--- src/hdl/cel_pkg.sv ---
`timescale 1ns / 1ps
`default_nettype none
// ----------------------------------------------------------------------------
// cel_pkg: shared types and constants of the circular event log
// Ring geometry, command encoding and the decoded command that travels from
// the front end through the command queue to the back end.
// ----------------------------------------------------------------------------
package cel_pkg;

	// ring geometry
	localparam int DEPTH       = 32;
	localparam int SLOT_W      = $clog2(DEPTH);
	localparam int CNT_W       = $clog2(DEPTH + 1);

	// port field widths
	localparam int OP_W        = 2;
	localparam int STAMP_W     = 32;
	localparam int CODE_W      = 8;
	localparam int DUR_W       = 16;
	localparam int REQ_W       = 6;
	localparam int COUNT_W     = 6;

	// most records one dump may return
	localparam int MAX_RESULTS = 32;
	localparam int RES_W       = $clog2(MAX_RESULTS + 1);

	// common width for the dump length arithmetic
	localparam int NUM_W0      = (CNT_W > REQ_W) ? CNT_W : REQ_W;
	localparam int NUM_W       = (NUM_W0 > RES_W) ? NUM_W0 : RES_W;

	// command queue between front and back end
	localparam int QDEPTH      = 2;
	localparam int QPTR_W      = (QDEPTH > 1) ? $clog2(QDEPTH) : 1;
	localparam int QCNT_W      = $clog2(QDEPTH + 1);

	// operation codes as seen on the op port
	localparam logic [OP_W-1:0] OPC_WRITE = 2'd0;
	localparam logic [OP_W-1:0] OPC_READ  = 2'd1;
	localparam logic [OP_W-1:0] OPC_CLEAR = 2'd2;

	// decoded operation
	typedef enum logic [1:0] {
		OP_WRITE,
		OP_READ,
		OP_CLEAR,
		OP_NONE
	} op_t;

	// back end sequencer states
	typedef enum logic {
		BK_IDLE,
		BK_READ
	} back_state_t;

	// one decoded command
	typedef struct packed {
		op_t                op;
		logic [STAMP_W-1:0] stamp;
		logic [CODE_W-1:0]  kind;
		logic [CODE_W-1:0]  outcome;
		logic [DUR_W-1:0]   duration;
		logic [CODE_W-1:0]  origin;
		logic [REQ_W-1:0]   req;
	} cmd_t;

	// queue status seen by the front end
	typedef struct packed {
		logic full;
	} q_stat_t;

endpackage : cel_pkg
`default_nettype wire

--- src/hdl/cel_fifo.sv ---
`timescale 1ns / 1ps
`default_nettype none
// ----------------------------------------------------------------------------
// cel_fifo: command queue
// Short register queue of decoded commands between the front and back end.
// ----------------------------------------------------------------------------
module cel_fifo
	import cel_pkg::*;
(
	input  wire logic    clk,
	input  wire logic    arst_n,
	input  wire logic    push,
	input  wire cmd_t    push_cmd,
	output q_stat_t      stat,
	input  wire logic    pop,
	output logic         not_empty,
	output cmd_t         head
);

	cmd_t              entry_q [QDEPTH];
	logic [QPTR_W-1:0] wr_ptr_q;
	logic [QPTR_W-1:0] rd_ptr_q;
	logic [QCNT_W-1:0] fill_q;
	logic              do_push;
	logic              do_pop;

	// status
	assign stat.full = (fill_q == QCNT_W'(QDEPTH));
	assign not_empty = (fill_q != '0);
	assign head      = entry_q[rd_ptr_q];
	assign do_push   = push && !stat.full;
	assign do_pop    = pop && not_empty;

	// storage
	always_ff @(posedge clk) begin
		if (do_push) begin
			entry_q[wr_ptr_q] <= push_cmd;
		end
	end

	// pointers and fill level
	always_ff @(posedge clk or negedge arst_n) begin
		if (!arst_n) begin
			wr_ptr_q <= '0;
			rd_ptr_q <= '0;
			fill_q   <= '0;
		end else begin
			if (do_push) begin
				wr_ptr_q <= (wr_ptr_q == QPTR_W'(QDEPTH - 1)) ? '0 : wr_ptr_q + 1'b1;
			end
			if (do_pop) begin
				rd_ptr_q <= (rd_ptr_q == QPTR_W'(QDEPTH - 1)) ? '0 : rd_ptr_q + 1'b1;
			end
			if (do_push && !do_pop) begin
				fill_q <= fill_q + 1'b1;
			end else if (do_pop && !do_push) begin
				fill_q <= fill_q - 1'b1;
			end
		end
	end

endmodule : cel_fifo
`default_nettype wire

--- src/hdl/cel_front.sv ---
`timescale 1ns / 1ps
`default_nettype none
// ----------------------------------------------------------------------------
// cel_front: command intake
// Takes transactions on the start/busy handshake, decodes the op code and
// hands the decoded command to the command queue.
// ----------------------------------------------------------------------------
module cel_front
	import cel_pkg::*;
(
	input  wire logic               clk,
	input  wire logic               arst_n,
	input  wire logic               start,
	output logic                    busy,
	input  wire logic [OP_W-1:0]    op,
	input  wire logic [STAMP_W-1:0] event_stamp,
	input  wire logic [CODE_W-1:0]  event_kind,
	input  wire logic [CODE_W-1:0]  outcome_code,
	input  wire logic [DUR_W-1:0]   event_duration,
	input  wire logic [CODE_W-1:0]  origin_code,
	input  wire logic [REQ_W-1:0]   max_records,
	input  wire q_stat_t            q_stat,
	output logic                    push,
	output cmd_t                    push_cmd
);

	logic accept;
	logic valid_s1;
	cmd_t cmd_s1;
	op_t  op_dec;

	// op decode
	always_comb begin
		unique case (op)
			OPC_WRITE: op_dec = OP_WRITE;
			OPC_READ:  op_dec = OP_READ;
			OPC_CLEAR: op_dec = OP_CLEAR;
			default:   op_dec = OP_NONE;
		endcase
	end

	// stage holds while the queue is full
	assign busy     = valid_s1 && q_stat.full;
	assign accept   = start && !busy;
	assign push     = valid_s1 && !q_stat.full;
	assign push_cmd = cmd_s1;

	// intake stage valid
	always_ff @(posedge clk or negedge arst_n) begin
		if (!arst_n) begin
			valid_s1 <= 1'b0;
		end else if (accept) begin
			valid_s1 <= 1'b1;
		end else if (push) begin
			valid_s1 <= 1'b0;
		end
	end

	// intake stage payload
	always_ff @(posedge clk) begin
		if (accept) begin
			cmd_s1.op       <= op_dec;
			cmd_s1.stamp    <= event_stamp;
			cmd_s1.kind     <= event_kind;
			cmd_s1.outcome  <= outcome_code;
			cmd_s1.duration <= event_duration;
			cmd_s1.origin   <= origin_code;
			cmd_s1.req      <= max_records;
		end
	end

endmodule : cel_front
`default_nettype wire

--- src/hdl/cel_back.sv ---
`timescale 1ns / 1ps
`default_nettype none
// ----------------------------------------------------------------------------
// cel_back: record ring and dump sequencer
// Holds the record memory, write slot and count, carries out queued commands
// and drives the result strobe with registered record fields.
// ----------------------------------------------------------------------------
module cel_back
	import cel_pkg::*;
(
	input  wire logic                clk,
	input  wire logic                arst_n,
	input  wire logic                q_not_empty,
	input  wire cmd_t                q_head,
	output logic                     pop,
	output logic                     strobe,
	output logic [STAMP_W-1:0]       out_stamp,
	output logic [CODE_W-1:0]        out_kind,
	output logic [CODE_W-1:0]        out_outcome,
	output logic [DUR_W-1:0]         out_duration,
	output logic [CODE_W-1:0]        out_origin,
	output logic                     record_valid,
	output logic                     last,
	output logic [COUNT_W-1:0]       stored_count
);

	localparam int INFO_W = 3 * CODE_W + DUR_W;

	back_state_t        state_q;
	back_state_t        state_d;
	logic [SLOT_W-1:0]  wr_slot_q;
	logic [CNT_W-1:0]   count_q;
	logic [SLOT_W-1:0]  rd_slot_q;
	logic [NUM_W-1:0]   remain_q;

	logic [STAMP_W-1:0] stamp_mem [DEPTH];
	logic [INFO_W-1:0]  info_mem  [DEPTH];
	logic [STAMP_W-1:0] rd_stamp_q;
	logic [INFO_W-1:0]  rd_info_q;

	logic               strobe_q;
	logic               rec_valid_q;
	logic               last_q;

	logic               wr_go;
	logic               clr_go;
	logic               ack_go;
	logic               load_go;
	logic               step_go;
	logic [NUM_W-1:0]   dump_len;
	logic [NUM_W-1:0]   held_ext;
	logic [NUM_W-1:0]   req_ext;
	logic [SLOT_W-1:0]  dump_start;
	logic               ring_full;

	// dump length and first slot
	assign ring_full = (count_q == CNT_W'(DEPTH));
	assign held_ext  = NUM_W'(count_q);
	assign req_ext   = NUM_W'(q_head.req);
	always_comb begin
		dump_len = (req_ext > held_ext) ? held_ext : req_ext;
		if (dump_len > NUM_W'(MAX_RESULTS)) begin
			dump_len = NUM_W'(MAX_RESULTS);
		end
	end
	assign dump_start = ring_full ? wr_slot_q : '0;

	// next state
	always_comb begin
		state_d = state_q;
		unique case (state_q)
			BK_IDLE: begin
				if (q_not_empty && q_head.op == OP_READ && dump_len != '0) begin
					state_d = BK_READ;
				end
			end
			BK_READ: begin
				if (remain_q == NUM_W'(1)) begin
					state_d = BK_IDLE;
				end
			end
			default: state_d = BK_IDLE;
		endcase
	end

	// sequencer outputs
	always_comb begin
		pop     = 1'b0;
		wr_go   = 1'b0;
		clr_go  = 1'b0;
		ack_go  = 1'b0;
		load_go = 1'b0;
		step_go = 1'b0;
		unique case (state_q)
			BK_IDLE: begin
				if (q_not_empty) begin
					pop = 1'b1;
					unique case (q_head.op)
						OP_WRITE: begin
							wr_go  = 1'b1;
							ack_go = 1'b1;
						end
						OP_READ: begin
							if (dump_len == '0) begin
								ack_go = 1'b1;
							end else begin
								load_go = 1'b1;
							end
						end
						OP_CLEAR: begin
							clr_go = 1'b1;
							ack_go = 1'b1;
						end
						default: ack_go = 1'b1;
					endcase
				end
			end
			BK_READ: step_go = 1'b1;
			default: ;
		endcase
	end

	// control registers
	always_ff @(posedge clk or negedge arst_n) begin
		if (!arst_n) begin
			state_q     <= BK_IDLE;
			wr_slot_q   <= '0;
			count_q     <= '0;
			rd_slot_q   <= '0;
			remain_q    <= '0;
			strobe_q    <= 1'b0;
			rec_valid_q <= 1'b0;
			last_q      <= 1'b0;
		end else begin
			state_q <= state_d;
			if (wr_go) begin
				wr_slot_q <= (wr_slot_q == SLOT_W'(DEPTH - 1)) ? '0 : wr_slot_q + 1'b1;
				if (!ring_full) begin
					count_q <= count_q + 1'b1;
				end
			end
			if (clr_go) begin
				wr_slot_q <= '0;
				count_q   <= '0;
			end
			if (load_go) begin
				rd_slot_q <= dump_start;
				remain_q  <= dump_len;
			end
			if (step_go) begin
				rd_slot_q <= (rd_slot_q == SLOT_W'(DEPTH - 1)) ? '0 : rd_slot_q + 1'b1;
				remain_q  <= remain_q - 1'b1;
			end
			// result strobe and flags
			strobe_q    <= ack_go || step_go;
			rec_valid_q <= step_go;
			last_q      <= ack_go || (step_go && remain_q == NUM_W'(1));
		end
	end

	// record memory write port
	always_ff @(posedge clk) begin
		if (wr_go) begin
			stamp_mem[wr_slot_q] <= q_head.stamp;
			info_mem[wr_slot_q]  <= {q_head.kind, q_head.outcome, q_head.duration,
			                         q_head.origin};
		end
	end

	// record memory read port
	always_ff @(posedge clk) begin
		if (step_go) begin
			rd_stamp_q <= stamp_mem[rd_slot_q];
			rd_info_q  <= info_mem[rd_slot_q];
		end
	end

	// result ports, record fields zero on acknowledgements
	assign strobe       = strobe_q;
	assign record_valid = rec_valid_q;
	assign last         = last_q;
	assign stored_count = COUNT_W'(count_q);
	assign out_stamp    = rec_valid_q ? rd_stamp_q : '0;
	assign out_kind     = rec_valid_q ? rd_info_q[INFO_W-1 -: CODE_W] : '0;
	assign out_outcome  = rec_valid_q ? rd_info_q[INFO_W-CODE_W-1 -: CODE_W] : '0;
	assign out_duration = rec_valid_q ? rd_info_q[CODE_W+DUR_W-1 -: DUR_W] : '0;
	assign out_origin   = rec_valid_q ? rd_info_q[CODE_W-1:0] : '0;

endmodule : cel_back
`default_nettype wire

--- src/hdl/circular_event_log_top.sv ---
`timescale 1ns / 1ps
`default_nettype none
// ----------------------------------------------------------------------------
// circular_event_log_top: ring log of event records, oldest overwritten
// Write, dump-oldest-first and clear commands on a start/busy port; results
// leave on a strobe with the stored record count.
// ----------------------------------------------------------------------------
// A command is taken at a rising edge with start high and busy low. Every
// result appears for exactly one cycle with strobe high and cannot be held
// off, so the receiver must take it then. A write, clear, unused op or empty
// dump gives one acknowledgement (record_valid low, last high) after it has
// passed the intake stage, the command queue and the result register. A dump
// of n records gives n strobes on consecutive cycles, oldest first, with last
// on the final one, and occupies the back end for a set-up step, then one
// memory read per record. A two-entry command queue and the intake stage
// let busy stay low while a dump is running; busy rises only once both fill.
// ----------------------------------------------------------------------------
module circular_event_log_top
	import cel_pkg::*;
(
	input  wire logic               clk,
	input  wire logic               arst_n,
	input  wire logic               start,
	output logic                    busy,
	input  wire logic [OP_W-1:0]    op,
	input  wire logic [STAMP_W-1:0] event_stamp,
	input  wire logic [CODE_W-1:0]  event_kind,
	input  wire logic [CODE_W-1:0]  outcome_code,
	input  wire logic [DUR_W-1:0]   event_duration,
	input  wire logic [CODE_W-1:0]  origin_code,
	input  wire logic [REQ_W-1:0]   max_records,
	output logic                    strobe,
	output logic [STAMP_W-1:0]      out_stamp,
	output logic [CODE_W-1:0]       out_kind,
	output logic [CODE_W-1:0]       out_outcome,
	output logic [DUR_W-1:0]        out_duration,
	output logic [CODE_W-1:0]       out_origin,
	output logic                    record_valid,
	output logic                    last,
	output logic [COUNT_W-1:0]      stored_count
);

	q_stat_t q_stat;
	logic    push;
	cmd_t    push_cmd;
	logic    pop;
	logic    q_not_empty;
	cmd_t    q_head;

	// command intake
	cel_front u_front (
		.clk            (clk),
		.arst_n         (arst_n),
		.start          (start),
		.busy           (busy),
		.op             (op),
		.event_stamp    (event_stamp),
		.event_kind     (event_kind),
		.outcome_code   (outcome_code),
		.event_duration (event_duration),
		.origin_code    (origin_code),
		.max_records    (max_records),
		.q_stat         (q_stat),
		.push           (push),
		.push_cmd       (push_cmd)
	);

	// command queue
	cel_fifo u_fifo (
		.clk       (clk),
		.arst_n    (arst_n),
		.push      (push),
		.push_cmd  (push_cmd),
		.stat      (q_stat),
		.pop       (pop),
		.not_empty (q_not_empty),
		.head      (q_head)
	);

	// ring and dump sequencer
	cel_back u_back (
		.clk          (clk),
		.arst_n       (arst_n),
		.q_not_empty  (q_not_empty),
		.q_head       (q_head),
		.pop          (pop),
		.strobe       (strobe),
		.out_stamp    (out_stamp),
		.out_kind     (out_kind),
		.out_outcome  (out_outcome),
		.out_duration (out_duration),
		.out_origin   (out_origin),
		.record_valid (record_valid),
		.last         (last),
		.stored_count (stored_count)
	);

endmodule : circular_event_log_top
`default_nettype wire
--- config.mk ---
export PLATFORM = sky130hd
export DESIGN_NAME = circular_event_log_top
export DESIGN_NICKNAME = d
export VERILOG_FILES = /design/src/hdl/cel_pkg.sv /design/src/hdl/cel_fifo.sv /design/src/hdl/cel_front.sv /design/src/hdl/cel_back.sv /design/src/hdl/circular_event_log_top.sv
export SDC_FILE = /design/constraint.sdc
export NUM_CORES = 2
export LEC_CHECK = 0
export BUFFER_PORTS_ARGS = -buffer_cell sky130_fd_sc_hd__buf_2
export CORE_ASPECT_RATIO = 0.75
export CORE_MARGIN = 10
export CORE_UTILIZATION = 40
export DETAILED_ROUTE_END_ITERATION = 10
export SYNTH_ARGS = -nofsm -noshare
export SYNTH_HDL_FRONTEND = slang
export SYNTH_SLANG_ARGS = --single-unit
export TNS_END_PERCENT = 20
--- constraint.sdc ---
create_clock -name clk -period 13.64 [get_ports clk]
set_input_delay 3.41 -clock clk [delete_from_list [all_inputs] [get_ports clk]]
set_output_delay 3.41 -clock clk [all_outputs]
set_load 0.05 [all_outputs]
==> flow_metrics.tcl <==
set metrics [dict create \
    status "completed" \
    tritoncts "yes" \
    first_pass_iters 5 \
    gr-total-overflow 0 \
    worstPathArrival_ns 2.49 \
    layout_common_cells "edfxtp_1 (2616), mux4_2 (720), clkbuf_16 (249)" \
    synthAdderAreaFrac_pct 0.225 \
    postCtsSetupBuffers 0 \
    synth_cell_type_count 50 \
    r2r_slack_ns 8.01 \
    chipHeight_um 453 \
    clockPowerShare_pct 27.5 \
    reg2reg_to "u_back.stamp_mem[27][30]" \
    worst_pin_slew_ns 1.23 \
    max_freq_mhz 169 \
    power_density_nw_per_um2 215 \
    viasPerCell 5.69 \
    swShare_pct 29.9 \
    place.gp.congestion 0.730 \
    power_switching_mw 7.26 \
    core_um2 248000 \
    synth_xor_area_share_pct 0.0789 \
    p_int_mw 17.0 \
    cts_buffers 247 \
    grt_max_degree 107 \
    final_cells 7816 \
    wire_per_inst_um 30.7 \
    syn_avg_cell_area_um2 24.9 \
    use_met1_pct 26.1 \
    cp-end-kind "output pin" \
    synthCells 4018 \
    post-route-drc-count 0 \
    final_area_um2 113000 \
    maxCapViolCount 0 \
    fin_skew_ns 0.0560 \
    first_global_vias 45453 \
    grt_busiest_layer "met2" \
    path_class "reg -> out" \
    grt_util_met3_pct 2.76 \
    drive_above_1_share_pct 33.6 \
    postCtsHoldBufs 0 \
    hold_violations 0 \
    met2_usage_pct 27.2 \
    critPathRequiredTime_ns 10.23 \
    drt-total-wl_um 240000 \
    dp_hpwl_um 127000 \
    hold_path.class "reg -> reg" \
    clk_pin_slew_ns 0.06 \
    hold_path_depth 0 \
    min_from "u_front.push_cmd[70]" \
    port_buffers 164 \
    grt.total_usage_pct 17.4 \
    htree_levels 4 \
    seq_power_share_pct 45.6 \
    drt-initial-drc-count 5028 \
    slew_headroom_pct 18.0 \
    setup_tns_ns 0 \
    vias 44447 \
    ff2ff_path_depth 7 \
    start_util_pct 40.3 \
    clk_latency_ns 0.90 \
    setup_viol_count_final 0 \
    dieWidth_um 597 \
    post_cts_resized 0 \
    crit_path_max_fanout 74 \
    cts_root_buffer "clkbuf_16" \
    min_period_ns 5.90 \
    p_leak_nw 34.9 \
    r2r-start "u_back.state_q" \
    grt_pass1_wl_um 344000 \
    ys.flop_type "edfxtp_1" \
    seq_area_frac_synth_pct 79.4 \
    clockBufferDepth 4 \
    finalPower_mw 24.3 \
    cp-start-kind "flop" \
    period_share_pct 43.3 \
    ys_seq_elements 2647 \
    syn_nets 4119 \
    die_area_um2 270000 \
    synthMuxAreaShare_pct 17.9 \
    yosys.area_share.simple_pct 1.03 \
    final_common_cell "edfxtp_1" \
    rsz0062_at_grt "no" \
    antenna_found_initial 7 \
    drtAntennaViolNets 0 \
    rows 158 \
    synth_area_um2 99900 \
    placed_cell_area_um2 105000 \
    peakVddDrop_mv 0.152 \
    place_inst 7364 \
    drv_slew 0 \
    p_comb_share_pct 26.9 \
    ys_warn_count 0 \
    nets 4434 \
    io_pins 165 \
    min_to "u_fifo.entry_q[0][70]" \
    cts_sinks 2647 \
    dp_worst_setup_slack_ns 7.99 \
    synthArstFlopShare_pct 1.17 \
    worst_slack_ns 7.74 \
    synth_compound_area_share_pct 0.401 \
    syn_to_final_growth_pct 12.9 \
    synth_top_family_by_area "multiplexers" \
    synth_edf_count 2616 \
]
## metrics by stage
stage	utilization, %	hold slack, ns
CTS	45.5	0.439
detailed placement	42.4	0.430
global route	45.5	0.454
finish	45.5	0.445
floorplan	-	0.421
global placement	42.4	0.422
## logic make-up (layout without fill, tap and decap cells)
logic type / after synthesis / in the layout
fa+ha+maj: 18 / 18
compound gates: 57 / 57
xor+xnor: 9 / 9
simple gates: 195 / 195
flops: 2647 / 2647
mux: 873 / 873
buf+inv: 219 / 734
other cells: 0 / 3
## power groups by stage
stage                     clock network (mW)  registers [mW]  logic (mW)
after floorplan                            0            10.9        4.82
after global placement                     0            11.3        6.59
after detailed placement                   0            11.3        6.67
after CTS                               6.82            11.1        6.69
after global routing                    7.16            11.1        7.03
final                                   6.68            11.1        6.55
## worst max-delay path: stages (launching register included)
cell and delay, ns:
dfrtp_4 1.03, and2_1 0.25, buf_2 0.27
## sequential cells by signal, summed over array words and instances, names as in the netlist, 2 cells and up
register	cells
u_back.info_mem	1280
u_back.wr_slot_q	5
u_back.rd_slot_q	5
u_fifo.fill_q	2
u_back.rd_info_q	40
u_back.rd_stamp_q	32
u_fifo.entry_q	160
u_back.stored_count	6
u_back.stamp_mem	1024
u_front.push_cmd	80
u_back.remain_q	6
## synthesized netlist by cell type (all sizes together), types with 9 or more instances
cell type | number | area share [%]
mux2 | 149 | 1.7
and2 | 74 | 0.46
o21ai | 16 | 0.080
nor2 | 53 | 0.20
ha | 18 | 0.23
nand3 | 9 | 0.045
edfxtp | 2616 | 79
buf | 86 | 0.45
nand2 | 24 | 0.090
inv | 19 | 0.071
mux4 | 720 | 16
dfrtp | 31 | 0.78
clkbuf | 114 | 0.43
## worst max-delay path by stage
| stage | slack [ns] | start | endpoint |
|---|---|---|---|
| 4_1_cts | 7.54 | u_back.record_valid | out_stamp[26] |
| 5_1_grt | 7.49 | u_back.record_valid | out_duration[5] |
| 2_1_floorplan | 7.48 | u_back.state_q | u_back.info_mem[15][0] |
| 3_3_place_gp | 8.11 | u_back.state_q | u_back.stamp_mem[25][26] |
| 3_5_place_dp | 7.99 | u_back.state_q | u_back.stamp_mem[27][26] |
| 6_report | 7.74 | u_back.record_valid | out_stamp[22] |
## per-layer routing
layer	vias to the layer above	wire [um]
li1	17923	-
met1	24464	106000
met2	1754	113000
met3	304	16500
met4	2	4310
met5	-	11
## layout make-up
cell class                 count  area [um^2]
fill                       20341       135000
clock inverter               145         1250
clock buffer                 304         6480
inverter                      19         71.3
sequential                  2647        79400
tap                         3280         4100
antenna                        3         7.51
multi-input combinational   1152        19900
timing repair buffer         266         1620
(Power assumes the default switching activity.)
